[config.mk]
export PLATFORM = sky130hd
export DESIGN_NAME = lorenz_heun_integrator
export DESIGN_NICKNAME = d
export VERILOG_FILES = /design/src/rtl/lhi_pkg.sv /design/src/rtl/lhi_alu.sv /design/src/rtl/lhi_cfg.sv /design/src/rtl/lorenz_heun_integrator.sv
export SDC_FILE = /design/constraint.sdc
export NUM_CORES = 2
export LEC_CHECK = 0
export BUFFER_PORTS_ARGS = -buffer_cell sky130_fd_sc_hd__buf_2
export CAP_MARGIN = 20
export CORE_MARGIN = 8
export CORE_UTILIZATION = 30
export DETAILED_ROUTE_END_ITERATION = 8
export GPL_TIMING_DRIVEN = 0
export SYNTH_ARGS = -nofsm -noshare
export SYNTH_HDL_FRONTEND = slang
export SYNTH_SLANG_ARGS = --single-unit
[constraint.sdc]
create_clock -name clk -period 25 [get_ports clk]
set_input_delay 2.5 -clock clk [delete_from_list [all_inputs] [get_ports clk]]
set_output_delay 2.5 -clock clk [all_outputs]
set_load 0.05 [all_outputs]
[src/rtl/lhi_pkg.sv]
// Shared types, constants, saturation and microcode ROM for the Lorenz Heun integrator.
package lhi_pkg;

  // Number format: signed Q8.24
  localparam int VW = 32;
  localparam int FB = 24;
  localparam int WW = 2 * VW;
  localparam int EW = 2 * VW + 1;

  typedef logic signed [VW-1:0] val_t;
  typedef logic signed [WW-1:0] wide_t;
  typedef logic signed [EW-1:0] ext_t;
  typedef logic [VW-2:0]        dt_t;

  // Saturation bounds at extended width
  localparam ext_t MAX_E = (EW'(1) <<< (VW - 1)) - EW'(1);
  localparam ext_t MIN_E = -(EW'(1) <<< (VW - 1));
  localparam val_t MAX_V = MAX_E[VW-1:0];
  localparam val_t MIN_V = MIN_E[VW-1:0];

  // Register reset values
  localparam val_t SIGMA_RST   = 32'sd167772160;
  localparam val_t BETA_RST    = 32'sd44739243;
  localparam val_t RHO_RST     = 32'sd335544320;
  localparam dt_t  STEP_RST    = 31'd167772;
  localparam val_t START_X_RST = 32'sd0;
  localparam val_t START_Y_RST = 32'sd0;
  localparam val_t START_Z_RST = 32'sd419430400;

  localparam logic METHOD_EULER = 1'b0;
  localparam logic METHOD_HEUN  = 1'b1;

  // Configuration register indexes
  typedef enum logic [2:0] {
    REG_SIGMA,
    REG_BETA,
    REG_RHO,
    REG_STEP,
    REG_START_X,
    REG_START_Y,
    REG_START_Z,
    REG_METHOD
  } reg_idx_t;

  localparam int PADDR_W = 5;

  typedef struct packed {
    val_t sigma;
    val_t beta;
    val_t rho;
    dt_t  step_size;
    val_t start_x;
    val_t start_y;
    val_t start_z;
    logic method;
  } cfg_t;

  // Control state machine
  typedef enum logic [1:0] {
    ST_IDLE,
    ST_RUN,
    ST_WAIT
  } fsm_t;

  // Shared unit operations
  typedef enum logic [2:0] {
    OP_MUL,
    OP_TAKE,
    OP_ADD,
    OP_SUB,
    OP_CORR
  } op_t;

  // Operand sources
  typedef enum logic [3:0] {
    S_NONE,
    S_CX, S_CY, S_CZ,
    S_QX, S_QY, S_QZ,
    S_T0, S_T1,
    S_D0, S_D1, S_D2,
    S_SIG, S_RHO, S_BETA, S_DT
  } src_t;

  // Result destinations
  typedef enum logic [3:0] {
    D_NONE,
    D_QX, D_QY, D_QZ,
    D_T0, D_T1,
    D_D0, D_D1, D_D2
  } dst_t;

  typedef struct packed {
    op_t        op;
    src_t       sa;
    src_t       sb;
    dst_t       dst;
    logic [1:0] wsel;
    logic       keep;
    logic       branch;
    logic       last;
  } uinst_t;

  typedef struct packed {
    val_t val;
    logic ovf;
  } sat_t;

  // Microcode layout
  localparam int PC_W        = 6;
  localparam int SLOPE_LEN   = 14;
  localparam int TAIL_LEN    = 9;
  localparam int EULER_START = SLOPE_LEN;
  localparam int HEUN_START  = SLOPE_LEN + TAIL_LEN;
  localparam int QSLOPE_START = HEUN_START + TAIL_LEN;
  localparam int CORR_START  = QSLOPE_START + SLOPE_LEN;
  localparam int UCODE_DEPTH = CORR_START + TAIL_LEN;

  typedef enum logic [1:0] {
    TAIL_EULER,
    TAIL_PRED,
    TAIL_CORR
  } tail_t;

  // Clamp an extended value into the value range
  function automatic sat_t sat_ext(ext_t v);
    sat_t r;
    if (v > MAX_E) begin
      r.val = MAX_V;
      r.ovf = 1'b1;
    end else if (v < MIN_E) begin
      r.val = MIN_V;
      r.ovf = 1'b1;
    end else begin
      r.val = v[VW-1:0];
      r.ovf = 1'b0;
    end
    return r;
  endfunction

  function automatic uinst_t mk(op_t op, src_t sa, src_t sb, dst_t dst);
    uinst_t u;
    u.op     = op;
    u.sa     = sa;
    u.sb     = sb;
    u.dst    = dst;
    u.wsel   = 2'd0;
    u.keep   = 1'b0;
    u.branch = 1'b0;
    u.last   = 1'b0;
    return u;
  endfunction

  // Slope evaluation at point (px, py, pz)
  function automatic uinst_t slope_line(logic [3:0] k, src_t px, src_t py, src_t pz);
    uinst_t u;
    case (k)
      4'd0:    u = mk(OP_SUB,  py,     px,     D_T0);
      4'd1:    u = mk(OP_MUL,  S_SIG,  S_T0,   D_NONE);
      4'd2:    u = mk(OP_TAKE, S_NONE, S_NONE, D_D0);
      4'd3:    u = mk(OP_MUL,  S_RHO,  px,     D_NONE);
      4'd4:    u = mk(OP_TAKE, S_NONE, S_NONE, D_T0);
      4'd5:    u = mk(OP_MUL,  px,     pz,     D_NONE);
      4'd6:    u = mk(OP_TAKE, S_NONE, S_NONE, D_T1);
      4'd7:    u = mk(OP_SUB,  S_T0,   S_T1,   D_T0);
      4'd8:    u = mk(OP_SUB,  S_T0,   py,     D_D1);
      4'd9:    u = mk(OP_MUL,  px,     py,     D_NONE);
      4'd10:   u = mk(OP_TAKE, S_NONE, S_NONE, D_T0);
      4'd11:   u = mk(OP_MUL,  S_BETA, pz,     D_NONE);
      4'd12:   u = mk(OP_TAKE, S_NONE, S_NONE, D_T1);
      4'd13:   u = mk(OP_SUB,  S_T0,   S_T1,   D_D2);
      default: u = mk(OP_MUL,  S_NONE, S_NONE, D_NONE);
    endcase
    return u;
  endfunction

  // Position update: point plus dt*slope, or half of both products in the corrector
  function automatic uinst_t tail_line(logic [3:0] k, tail_t mode);
    uinst_t u;
    op_t    sc;
    sc = (mode == TAIL_CORR) ? OP_CORR : OP_TAKE;
    case (k)
      4'd0:    u = mk(OP_MUL, S_DT,   S_D0,   D_NONE);
      4'd1:    u = mk(sc,     S_NONE, S_NONE, D_T0);
      4'd2:    u = mk(OP_ADD, S_CX,   S_T0,   D_QX);
      4'd3:    u = mk(OP_MUL, S_DT,   S_D1,   D_NONE);
      4'd4:    u = mk(sc,     S_NONE, S_NONE, D_T0);
      4'd5:    u = mk(OP_ADD, S_CY,   S_T0,   D_QY);
      4'd6:    u = mk(OP_MUL, S_DT,   S_D2,   D_NONE);
      4'd7:    u = mk(sc,     S_NONE, S_NONE, D_T0);
      4'd8:    u = mk(OP_ADD, S_CZ,   S_T0,   D_QZ);
      default: u = mk(OP_MUL, S_NONE, S_NONE, D_NONE);
    endcase
    // in the predictor tail, each full dt*slope product is held for the corrector
    if (k == 4'd1 || k == 4'd4 || k == 4'd7) begin
      u.wsel = (k == 4'd1) ? 2'd0 : ((k == 4'd4) ? 2'd1 : 2'd2);
      u.keep = (mode == TAIL_PRED);
    end
    u.last = (k == 4'd8) && (mode != TAIL_PRED);
    return u;
  endfunction

  // Microcode ROM
  function automatic uinst_t ucode(logic [PC_W-1:0] pc);
    uinst_t u;
    if (pc < PC_W'(EULER_START)) begin
      u = slope_line(4'(pc), S_CX, S_CY, S_CZ);
      u.branch = (pc == PC_W'(SLOPE_LEN - 1));
    end else if (pc < PC_W'(HEUN_START)) begin
      u = tail_line(4'(pc - PC_W'(EULER_START)), TAIL_EULER);
    end else if (pc < PC_W'(QSLOPE_START)) begin
      u = tail_line(4'(pc - PC_W'(HEUN_START)), TAIL_PRED);
    end else if (pc < PC_W'(CORR_START)) begin
      u = slope_line(4'(pc - PC_W'(QSLOPE_START)), S_QX, S_QY, S_QZ);
    end else if (pc < PC_W'(UCODE_DEPTH)) begin
      u = tail_line(4'(pc - PC_W'(CORR_START)), TAIL_CORR);
    end else begin
      u = mk(OP_MUL, S_NONE, S_NONE, D_NONE);
      u.last = 1'b1;
    end
    return u;
  endfunction

endpackage

[src/rtl/lhi_alu.sv]
// Shared arithmetic unit: registered multiplier, saturating adder and corrector.
module lhi_alu import lhi_pkg::*; (
  input  logic  clk,
  input  op_t   op,
  input  logic  mul_en,
  input  val_t  opa,
  input  val_t  opb,
  input  wide_t keep,
  output val_t  res,
  output logic  ovf,
  output wide_t prod
);

  ext_t arg;
  sat_t sat;

  // Form the full product and hold it for the following line
  always_ff @(posedge clk) begin
    if (mul_en) begin
      prod <= WW'(opa) * WW'(opb);
    end
  end

  // Select the exact value to clamp
  always_comb begin
    case (op)
      OP_TAKE: arg = EW'(prod) >>> FB;
      OP_ADD:  arg = EW'(opa) + EW'(opb);
      OP_SUB:  arg = EW'(opa) - EW'(opb);
      OP_CORR: arg = (EW'(prod) + EW'(keep)) >>> (FB + 1);
      default: arg = '0;
    endcase
    sat = sat_ext(arg);
  end

  assign res = sat.val;
  assign ovf = sat.ovf;

endmodule

[src/rtl/lhi_cfg.sv]
// APB configuration registers for the Lorenz Heun integrator.
module lhi_cfg import lhi_pkg::*; (
  input  logic               clk,
  input  logic               rst,
  input  logic               psel,
  input  logic               penable,
  input  logic               pwrite,
  input  logic [PADDR_W-1:0] paddr,
  input  logic [VW-1:0]      pwdata,
  output logic [VW-1:0]      prdata,
  output logic               pready,
  output cfg_t               cfg
);

  reg_idx_t idx;
  logic     wr;

  assign idx    = reg_idx_t'(paddr[PADDR_W-1:2]);
  assign wr     = psel && penable && pwrite;
  assign pready = 1'b1;

  // Write the addressed register
  always_ff @(posedge clk) begin
    if (rst) begin
      cfg.sigma     <= SIGMA_RST;
      cfg.beta      <= BETA_RST;
      cfg.rho       <= RHO_RST;
      cfg.step_size <= STEP_RST;
      cfg.start_x   <= START_X_RST;
      cfg.start_y   <= START_Y_RST;
      cfg.start_z   <= START_Z_RST;
      cfg.method    <= METHOD_HEUN;
    end else if (wr) begin
      case (idx)
        REG_SIGMA:   cfg.sigma     <= pwdata;
        REG_BETA:    cfg.beta      <= pwdata;
        REG_RHO:     cfg.rho       <= pwdata;
        REG_STEP:    cfg.step_size <= pwdata[VW-2:0];
        REG_START_X: cfg.start_x   <= pwdata;
        REG_START_Y: cfg.start_y   <= pwdata;
        REG_START_Z: cfg.start_z   <= pwdata;
        REG_METHOD:  cfg.method    <= pwdata[0];
        default: ;
      endcase
    end
  end

  // Read back
  always_comb begin
    case (idx)
      REG_SIGMA:   prdata = cfg.sigma;
      REG_BETA:    prdata = cfg.beta;
      REG_RHO:     prdata = cfg.rho;
      REG_STEP:    prdata = {1'b0, cfg.step_size};
      REG_START_X: prdata = cfg.start_x;
      REG_START_Y: prdata = cfg.start_y;
      REG_START_Z: prdata = cfg.start_z;
      REG_METHOD:  prdata = {{(VW-1){1'b0}}, cfg.method};
      default:     prdata = '0;
    endcase
  end

endmodule

[src/rtl/lorenz_heun_integrator.sv]
// Lorenz system integrator, Euler or Heun step, on one shared multiplier/adder.
// A step runs the 23-line (Euler) or 46-line (Heun) microcode at one operation a cycle,
// then waits in the finishing state until the output is free; a restart goes straight
// there. The next item is accepted the cycle after the result is loaded. Reset loads
// the configuration registers with their defaults, the position with (0, 0, 25) and
// the step count with 0.
module lorenz_heun_integrator import lhi_pkg::*; (
  input  logic               clk,
  input  logic               rst,
  input  logic               psel,
  input  logic               penable,
  input  logic               pwrite,
  input  logic [PADDR_W-1:0] paddr,
  input  logic [VW-1:0]      pwdata,
  output logic [VW-1:0]      prdata,
  output logic               pready,
  input  logic               in_valid,
  output logic               in_stall,
  input  logic               restart,
  output logic               out_valid,
  input  logic               out_stall,
  output val_t               pos_x,
  output val_t               pos_y,
  output val_t               pos_z,
  output logic [31:0]        step_index,
  output logic               saturated
);

  cfg_t            cfg;
  fsm_t            state, state_next;
  logic [PC_W-1:0] pc;
  uinst_t          uword;

  val_t        cur_x, cur_y, cur_z;
  logic [31:0] step_count, count_next;
  val_t        qx, qy, qz, t0, t1, d0, d1, d2;
  wide_t       keep_q [3];
  logic        flag;
  logic        restarting;

  val_t  opa, opb, alu_res;
  logic  alu_ovf;
  wide_t prod;

  logic take_in, run, commit, out_free, alu_wr, mul_en;

  lhi_cfg u_cfg (
    .clk     (clk),
    .rst     (rst),
    .psel    (psel),
    .penable (penable),
    .pwrite  (pwrite),
    .paddr   (paddr),
    .pwdata  (pwdata),
    .prdata  (prdata),
    .pready  (pready),
    .cfg     (cfg)
  );

  assign uword = ucode(pc);

  // Next state
  always_comb begin
    state_next = state;
    case (state)
      ST_IDLE: if (in_valid) begin
        state_next = restart ? ST_WAIT : ST_RUN;
      end
      ST_RUN:  if (uword.last) begin
        state_next = ST_WAIT;
      end
      ST_WAIT: if (out_free) begin
        state_next = ST_IDLE;
      end
      default: state_next = ST_IDLE;
    endcase
  end

  // Control outputs
  always_comb begin
    out_free = !out_valid || !out_stall;
    in_stall = (state != ST_IDLE);
    take_in  = in_valid && (state == ST_IDLE);
    run      = (state == ST_RUN);
    commit   = (state == ST_WAIT) && out_free;
    mul_en   = run && (uword.op == OP_MUL);
    alu_wr   = run && (uword.op != OP_MUL);
  end

  // Operand select
  function automatic val_t pick(src_t s, val_t cx, val_t cy, val_t cz, val_t ax, val_t ay,
                                val_t az, val_t u0, val_t u1, val_t e0, val_t e1, val_t e2,
                                cfg_t c);
    val_t v;
    case (s)
      S_CX:    v = cx;
      S_CY:    v = cy;
      S_CZ:    v = cz;
      S_QX:    v = ax;
      S_QY:    v = ay;
      S_QZ:    v = az;
      S_T0:    v = u0;
      S_T1:    v = u1;
      S_D0:    v = e0;
      S_D1:    v = e1;
      S_D2:    v = e2;
      S_SIG:   v = c.sigma;
      S_RHO:   v = c.rho;
      S_BETA:  v = c.beta;
      S_DT:    v = {1'b0, c.step_size};
      default: v = '0;
    endcase
    return v;
  endfunction

  assign opa = pick(uword.sa, cur_x, cur_y, cur_z, qx, qy, qz, t0, t1, d0, d1, d2, cfg);
  assign opb = pick(uword.sb, cur_x, cur_y, cur_z, qx, qy, qz, t0, t1, d0, d1, d2, cfg);

  lhi_alu u_alu (
    .clk    (clk),
    .op     (uword.op),
    .mul_en (mul_en),
    .opa    (opa),
    .opb    (opb),
    .keep   (keep_q[uword.wsel]),
    .res    (alu_res),
    .ovf    (alu_ovf),
    .prod   (prod)
  );

  assign count_next = restarting ? 32'd0 : step_count + 32'd1;

  // Control state, position and step count
  always_ff @(posedge clk) begin
    if (rst) begin
      state      <= ST_IDLE;
      pc         <= '0;
      out_valid  <= 1'b0;
      cur_x      <= START_X_RST;
      cur_y      <= START_Y_RST;
      cur_z      <= START_Z_RST;
      step_count <= '0;
    end else begin
      state <= state_next;
      if (take_in) begin
        pc <= '0;
      end else if (run) begin
        if (uword.branch && cfg.method == METHOD_HEUN) begin
          pc <= PC_W'(HEUN_START);
        end else begin
          pc <= pc + PC_W'(1);
        end
      end
      if (commit) begin
        cur_x      <= qx;
        cur_y      <= qy;
        cur_z      <= qz;
        step_count <= count_next;
        out_valid  <= 1'b1;
      end else if (!out_stall) begin
        out_valid <= 1'b0;
      end
    end
  end

  // Working registers
  always_ff @(posedge clk) begin
    if (take_in) begin
      flag       <= 1'b0;
      restarting <= restart;
      if (restart) begin
        qx <= cfg.start_x;
        qy <= cfg.start_y;
        qz <= cfg.start_z;
      end
    end else if (alu_wr) begin
      flag <= flag | alu_ovf;
      case (uword.dst)
        D_QX:    qx <= alu_res;
        D_QY:    qy <= alu_res;
        D_QZ:    qz <= alu_res;
        D_T0:    t0 <= alu_res;
        D_T1:    t1 <= alu_res;
        D_D0:    d0 <= alu_res;
        D_D1:    d1 <= alu_res;
        D_D2:    d2 <= alu_res;
        default: ;
      endcase
      if (uword.keep) begin
        keep_q[uword.wsel] <= prod;
      end
    end
  end

  // Load the output register
  always_ff @(posedge clk) begin
    if (commit) begin
      pos_x      <= qx;
      pos_y      <= qy;
      pos_z      <= qz;
      step_index <= count_next;
      saturated  <= flag;
    end
  end

  // A new result only ever comes out of the finishing state
  a_result_from_wait: assert property (@(posedge clk) disable iff (rst)
    (out_valid && !$past(out_valid)) |-> $past(state == ST_WAIT))
    else $error("result loaded outside the finishing state");

  // The sequencer never runs past the end of the microcode
  a_pc_in_rom: assert property (@(posedge clk) disable iff (rst)
    (state == ST_RUN) |-> (pc < PC_W'(UCODE_DEPTH)))
    else $error("microcode address out of range");

  // The last microcode line hands over to the finishing state
  a_last_to_wait: assert property (@(posedge clk) disable iff (rst)
    (state == ST_RUN && uword.last) |=> (state == ST_WAIT))
    else $error("sequencer missed the end of the step");

endmodule

Word level (Yosys, flattened, before mapping)
Memories as Yosys holds them, arrays and structs flattened. A register that Yosys moved wholly into a read port is not among the register bits.
Index checks and enable logic that the tools add are counted.
{"block": "op_classes", "n_addsub": 9, "mul": 1, "magnitude_cmp": 7, "n_eq_ne": 68, "muxes": 47, "n_bitwise": 2, "reduce_logical": 43}
{"op": "$pmux 32 s15", "count": 2}
{"op": "$mux 32", "count": 13}
{"op": "$pmux 65 s4", "count": 1}
{"op": "$pmux 32 s8", "count": 1}
{"op": "$mux 20", "count": 5}
{"op": "$eq 4x4->1 const B", "count": 19}
{"op": "$eq 4x3->1 const B", "count": 18}
{"op": "$mux 33", "count": 2}
{"op": "$add 64x64->65", "count": 1}
{"op": "$gt 65x32->1 const B", "count": 1}
{"op": "$lt 65x32->1 const B", "count": 1}
{"op": "$mul 32x32->64", "count": 1}
{"op": "$add 32x32->33", "count": 1}
{"op": "$sub 32x32->33", "count": 1}
{"op": "$add 32x1->32 const B", "count": 1}
{"op": "$reduce_and 3->1", "count": 9}
{"op": "$eq 4x1->1 const B", "count": 6}
{"op": "$eq 4x2->1 const B", "count": 6}
{"op": "$mux 2", "count": 10}
{"op": "$lt 6x6->1 const B", "count": 3}
{"op": "$reduce_and 2->1", "count": 8}
{"op": "$eq 3x3->1 const B", "count": 5}
{"op": "$eq 3x2->1 const B", "count": 4}
{"op": "$reduce_bool 2->1", "count": 5}
{"op": "other kinds (26)", "count": 53}
{"block": "totals", "regBits": 812, "ram_bits": 192, "rom_bits": 1072, "output_inout_bits": 164, "word_cells": 214, "mem_count": 6}
{"memory": "(no name shown)", "depth": 16, "word_bits": 14, "read_ports": 1, "rd_clocked_by_memory_dff": 1, "wr": 0, "line": "lhi_pkg.sv:156", "source": "case (k)"}
{"memory": "(no name shown)", "depth": 16, "word_bits": 14, "read_ports": 1, "rd_clocked_by_memory_dff": 0, "wr": 0, "line": "lhi_pkg.sv:156"}
{"memory": "(no name shown)", "depth": 16, "word_bits": 13, "read_ports": 1, "rd_clocked_by_memory_dff": 0, "wr": 0, "line": "lhi_pkg.sv:181", "source": "case (k)"}
{"memory": "(no name shown)", "depth": 16, "word_bits": 13, "read_ports": 1, "rd_clocked_by_memory_dff": 0, "wr": 0, "line": "lhi_pkg.sv:181"}
{"memory": "(no name shown)", "depth": 16, "word_bits": 13, "read_ports": 1, "rd_clocked_by_memory_dff": 0, "wr": 0, "line": "lhi_pkg.sv:181"}
{"memory": "keep_q", "depth": 3, "word_bits": 64, "read_ports": 1, "rd_clocked_by_memory_dff": 0, "wr": 1, "line": "lorenz_heun_integrator.sv:37", "source": "wide_t keep_q [3];"}

Longest topological paths before layout
{"block": "depth", "ltp_word": 20, "mapped_depth": 47}

Modules after synthesis
Synthesis repeated with hierarchy kept, for this count alone.
{"block": "unflattened", "cells_unflattened": 9327, "hier_area_um2": 88815.2}
{"mod": "lhi_alu", "n_inst": 1, "cells_each": 5096, "area_each_um2": 45625.0, "seq_area_each_um2": 1921.8}
{"mod": "lorenz_heun_integrator", "n_inst": 1, "cells_each": 2979, "area_each_um2": 33592.2, "seq_area_each_um2": 20519.7}
{"mod": "lhi_cfg", "n_inst": 1, "cells_each": 1252, "area_each_um2": 9598.0, "seq_area_each_um2": 4484.3}

Worst setup path before layout
OpenSTA, ideal clock, no wires.
{"block": "synth_timing", "path_type": "register -> register", "from": "register pc[1]", "to": "register u_alu.prod[63], data pin", "setup_time_ns": 0.258, "t_arrival_ns": 10.762, "required_ns": 24.742, "slack_ns": 13.981, "stages_incl_launch_ff": 40, "n_path_buf": 3, "cell_sequence": "dfxtp_1 ha_1 clkbuf_1 mux2_2 nand4_1 o311ai_1 o21ai_1 nor3_1 and2_1 buf_2 a22o_1 a221oi_1 nand3_1 a2111oi_1 clkbuf_1 inv_1 ha_1 fa_1 (+4 left out) fa_1 fa_1 fa_1 fa_1 fa_1 ha_1 a21o_1 a21o_1 a221oi_1 o221ai_1 o21ai_0 o211ai_1 a31oi_1 o21ai_0 a311oi_1 o21ai_0 a21o_1 xnor2_1"}
{"block": "synth_via", "elab_chain_cells": 10}
{"item": "start, declared", "line": "lorenz_heun_integrator.sv:31", "source": "logic [PC_W-1:0] pc;"}
{"item": "start signal, assigned", "line": "lorenz_heun_integrator.sv:149", "source": "pc <= PC_W'(HEUN_START);"}
{"item": "start signal, assigned", "line": "lorenz_heun_integrator.sv:151", "source": "pc <= pc + PC_W'(1);"}
{"item": "$sub 4x4->4", "line": "lhi_pkg.sv:209, lhi_pkg.sv:215"}
{"item": "$mem_v2 16x13"}
{"item": "$mux 20", "line": "lhi_pkg.sv:214", "source": "end else if (pc < PC_W'(UCODE_DEPTH)) begin"}
{"item": "$mux 20", "line": "lhi_pkg.sv:212", "source": "end else if (pc < PC_W'(CORR_START)) begin"}
{"item": "$mux 20", "line": "lhi_pkg.sv:210", "source": "end else if (pc < PC_W'(QSLOPE_START)) begin"}
{"item": "$mux 20", "line": "lhi_pkg.sv:208", "source": "end else if (pc < PC_W'(HEUN_START)) begin"}
{"item": "$mux 20 *", "line": "lhi_pkg.sv:205", "source": "if (pc < PC_W'(EULER_START)) begin"}
{"item": "$eq 4x4->1 (tied with other cells)", "line": "lorenz_heun_integrator.sv:95", "source": "case (s)"}
{"item": "$pmux 32 s15", "line": "lorenz_heun_integrator.sv:95"}
{"item": "$mul 32x32->64 *", "line": "lhi_alu.sv:20", "source": "prod <= WW'(opa) * WW'(opb);"}
{"item": "end signal, assigned", "line": "lhi_alu.sv:20"}
{"item": "end, declared", "line": "lhi_alu.sv:11", "source": "output wide_t prod"}
Mark *: on every way between the ends. The rest lies on a longest branch, timed or not.
A chain may end at the register's enable or synchronous reset.

Final worst setup path
{"block": "layout_timing", "from": "register pc[1]", "to": "register u_alu.prod[58], data pin"}
Same word-level chain as after synthesis.

==> results.tsv <==
metric	value	unit
outcome	finished clean	
grt_pass1_wl	599	mm
numCtsBuffers	112	
switching_share	0.427	
h-tree-depth	3	
fin_util	0.344	
synth_area	0.0875	mm2
postSynthCellCount	9396	
dp_slack	7.73	ns
clk_pin_slew_worst_paths	0.06	ns
drt_first_pass_iters	9	
top_regs	u_cfg.cfg: 224 flops, keep_q: 192 flops, u_alu.prod: 64 flops	
hold_path_end	cur_y[26]$_SDFFE_PP0P_	
met2_wirelength	179	mm
root_buffer	clkbuf_16	
worst_ir_drop_vdd	0.0788	mV
grt_max_degree	67	
r2r_cells	44	
hold_depth	2	
cts_resized	0	
critPathLaunchType	flip-flop	
wl_met3	55.0	mm
finalHoldViolCount	0	
io_pins	209	
setup-tns-final	0	ns
num_rows	198	
drt_iter0_markers	12200	
grt-ovfl-total	0	
min_path_type	flip-flop to flip-flop	
max_slew_margin	0.0596	
dieArea	0.309	mm2
hold_path_startpoint	cur_y[26]$_SDFFE_PP0P_	
r2r_start	pc[1]$_SDFFE_PP0P_	
ys_top_cells_by_area	fa_1 25%, edfxtp_1 22%, dfxtp_1 8.7%, nand2_1 6.6%, inv_1 4.9%	
p_total	0.00642	W
required	25.37	ns
seqPwrFrac	0.335	
worstSetupPathType	flip-flop to flip-flop	
cp_common_cell	fa_1	
antenna_found_initial	23	
crit_fanout	12	
critPathSlowestCell	nor3_1	
grt_pass1_vias	76400	
drt-total-wl	437	mm
port_buffers	202	
nets	11300	
switchingPower	0.00274	W
dr.max_layer_used	met5	
die_h	556	um
start_util	0.301	
rsz0062_at_grt	no	
wl_met1	164	mm
die_w	556	um
startpoint	pc[1]$_SDFFE_PP0P_	
slew_violations	0	
critPathCaptureType	flip-flop	
drv_cap	0	
route.detailed.drc	0	
wire_per_inst	31.5	um
report.final.setup_viol	0	
cts_tree	done	
synth_top_area_cell	fa_1	
numClockSinks	1024	
detail-route-antenna-nets	0	
tightest_slew	1.41	ns
yosys_warnings	0	
synth_nets	10900	
seq_area_frac_synth	0.308	
core	0.291	mm2
r2r_setup_slack	7.13	ns
ys.flop_type	edfxtp_1	
ctsHoldBuffers	0	
worstSkewPairLatency	0.79	ns
syn_to_final_growth	14.3	%
critPathMaxStageDelay	0.96	ns
vias_per_cell	5.72	
fill_cells	29800	
cts_setup_buffers	0	
largest-register	u_cfg.cfg	
ys_ff_latch	1024	
ys_types	103	
hpwl	350	mm
synth_edf_count	642	
r2r_end	u_alu.prod[58]$_DFFE_PP_	
cp_num_buf_inv	12	
fin_ws	7.13	ns
max_freq	55.9	MHz
max-clock-path-buffers	3	
largest_reg_flops	224	
path_delay_family	adder cells	
p_clk_frac	0.280	
pwr-share-comb	0.384	
power.density	64.2	mW/mm2
grt_use_total	0.273	
cp.arrival	18.25	ns
synthDominantCellAreaShare	0.248	
syn_area_per_cell	9.31	um2
final_layout_size_suffix_gt1_frac	0.0733	
place_congestion	1.07	
via_count	79300	
min_period	17.87	ns
async_flop_share	0	
p_leak	39.9	nW
internal-power	0.00368	W
finClkSkew	0.0932	ns
fin_crit_sh	0.715	
power groups by stage:
stage	Combinational (W)	Clock (W)	Sequential (W)
2_1_floorplan	0.00120	0	0.00214
3_3_place_gp	0.00227	0	0.00219
3_5_place_dp	0.00234	0	0.00218
4_1_cts	0.00236	0.00181	0.00214
5_1_grt	0.00256	0.00186	0.00214
6_report	0.00247	0.00180	0.00215
worst register-to-register path, delay by kind of cell (launching register included):
kind / cells / cell delay, ns
xor+xnor: 1 / 0.88
flops: 1 / 0.68
buf+inv: 12 / 3.96
simple gates: 11 / 3.66
fa+ha+maj: 11 / 5.02
compound gates: 9 / 3.34
how the worst max path moves through the flow:
stage	endpoint	slack, ns	cells past startpoint
final	u_alu.prod[58]$_DFFE_PP_	7.13	44
after detailed placement	u_alu.prod[61]$_DFFE_PP_	7.73	41
after CTS	u_alu.prod[61]$_DFFE_PP_	7.63	41
after global placement	u_alu.prod[63]$_DFFE_PP_	5.53	41
after floorplan	u_alu.prod[63]$_DFFE_PP_	13.98	39
after global routing	u_alu.prod[60]$_DFFE_PP_	7.23	43
cells by family (layout without fill, tap and decap cells):
logic type / after synthesis / in the layout / synth area share
AOI/OAI and AO/OA: 1843 / 1843 / 0.140
adders and majority gates: 1410 / 1410 / 0.295
buffers and inverters: 1731 / 2306 / 0.0750
and+or+nand+nor: 3124 / 3124 / 0.151
xor gates and xnor gates: 151 / 151 / 0.0152
other: 1 / 10 / 0.0000429
muxes: 112 / 112 / 0.0162
DFF: 1024 / 1024 / 0.308
cells in the mapped netlist, drive strengths merged (103+ instances only):
cell    number
a21oi      620
a22oi      239
clkbuf     483
dfxtp      382
edfxtp     642
fa        1084
ha         326
inv       1141
nand2     1549
nand3      114
nor2       944
nor3       103
o21ai      263
xnor2      106
through the flow:
stage	hold slack, ns	instances	area [um2]
after CTS	0.471	13800	99600
final	0.474	13900	100000
after floorplan	0.425	9396	87500
after global routing	0.488	13900	99900
after global placement	0.459	13500	93400
after detailed placement	0.462	13600	95700
area by class of cell:
cell class                 count  area (um2)  share of cell area
tap                         3900        4880              0.0488
timing repair buffer         363        3380              0.0338
multi-input combinational   6641       54200               0.543
clock inverter                77         982             0.00983
buffer                       573        2230              0.0223
antenna                        9        22.5            0.000225
clock buffer                 135        2960              0.0296
inverter                    1158        4350              0.0435
sequential                  1024       26900               0.269
metal layers:
| metal | vias up | GRT usage |
|---|---|---|
| li1 | 32500 | - |
| met2 | 5710 | 0.396 |
| met1 | 39800 | 0.345 |
| met5 | - | 0 |
| met3 | 1386 | 0.0830 |
| met4 | 12 | 0.192 |
cell usage in the layout, fill, tap and decap left out, drive strengths merged, types with 90 or more instances in the layout:
cell type,instances
clkbuf,623
a22oi,239
fa,1084
o21ai,263
dfxtp,382
nand3,114
nor3,103
edfxtp,642
ha,326
nor2,944
xnor2,106
nand2,1549
buf,448
o22ai,90
a21oi,620
inv,1151
Power figures use the tool's default switching activity.
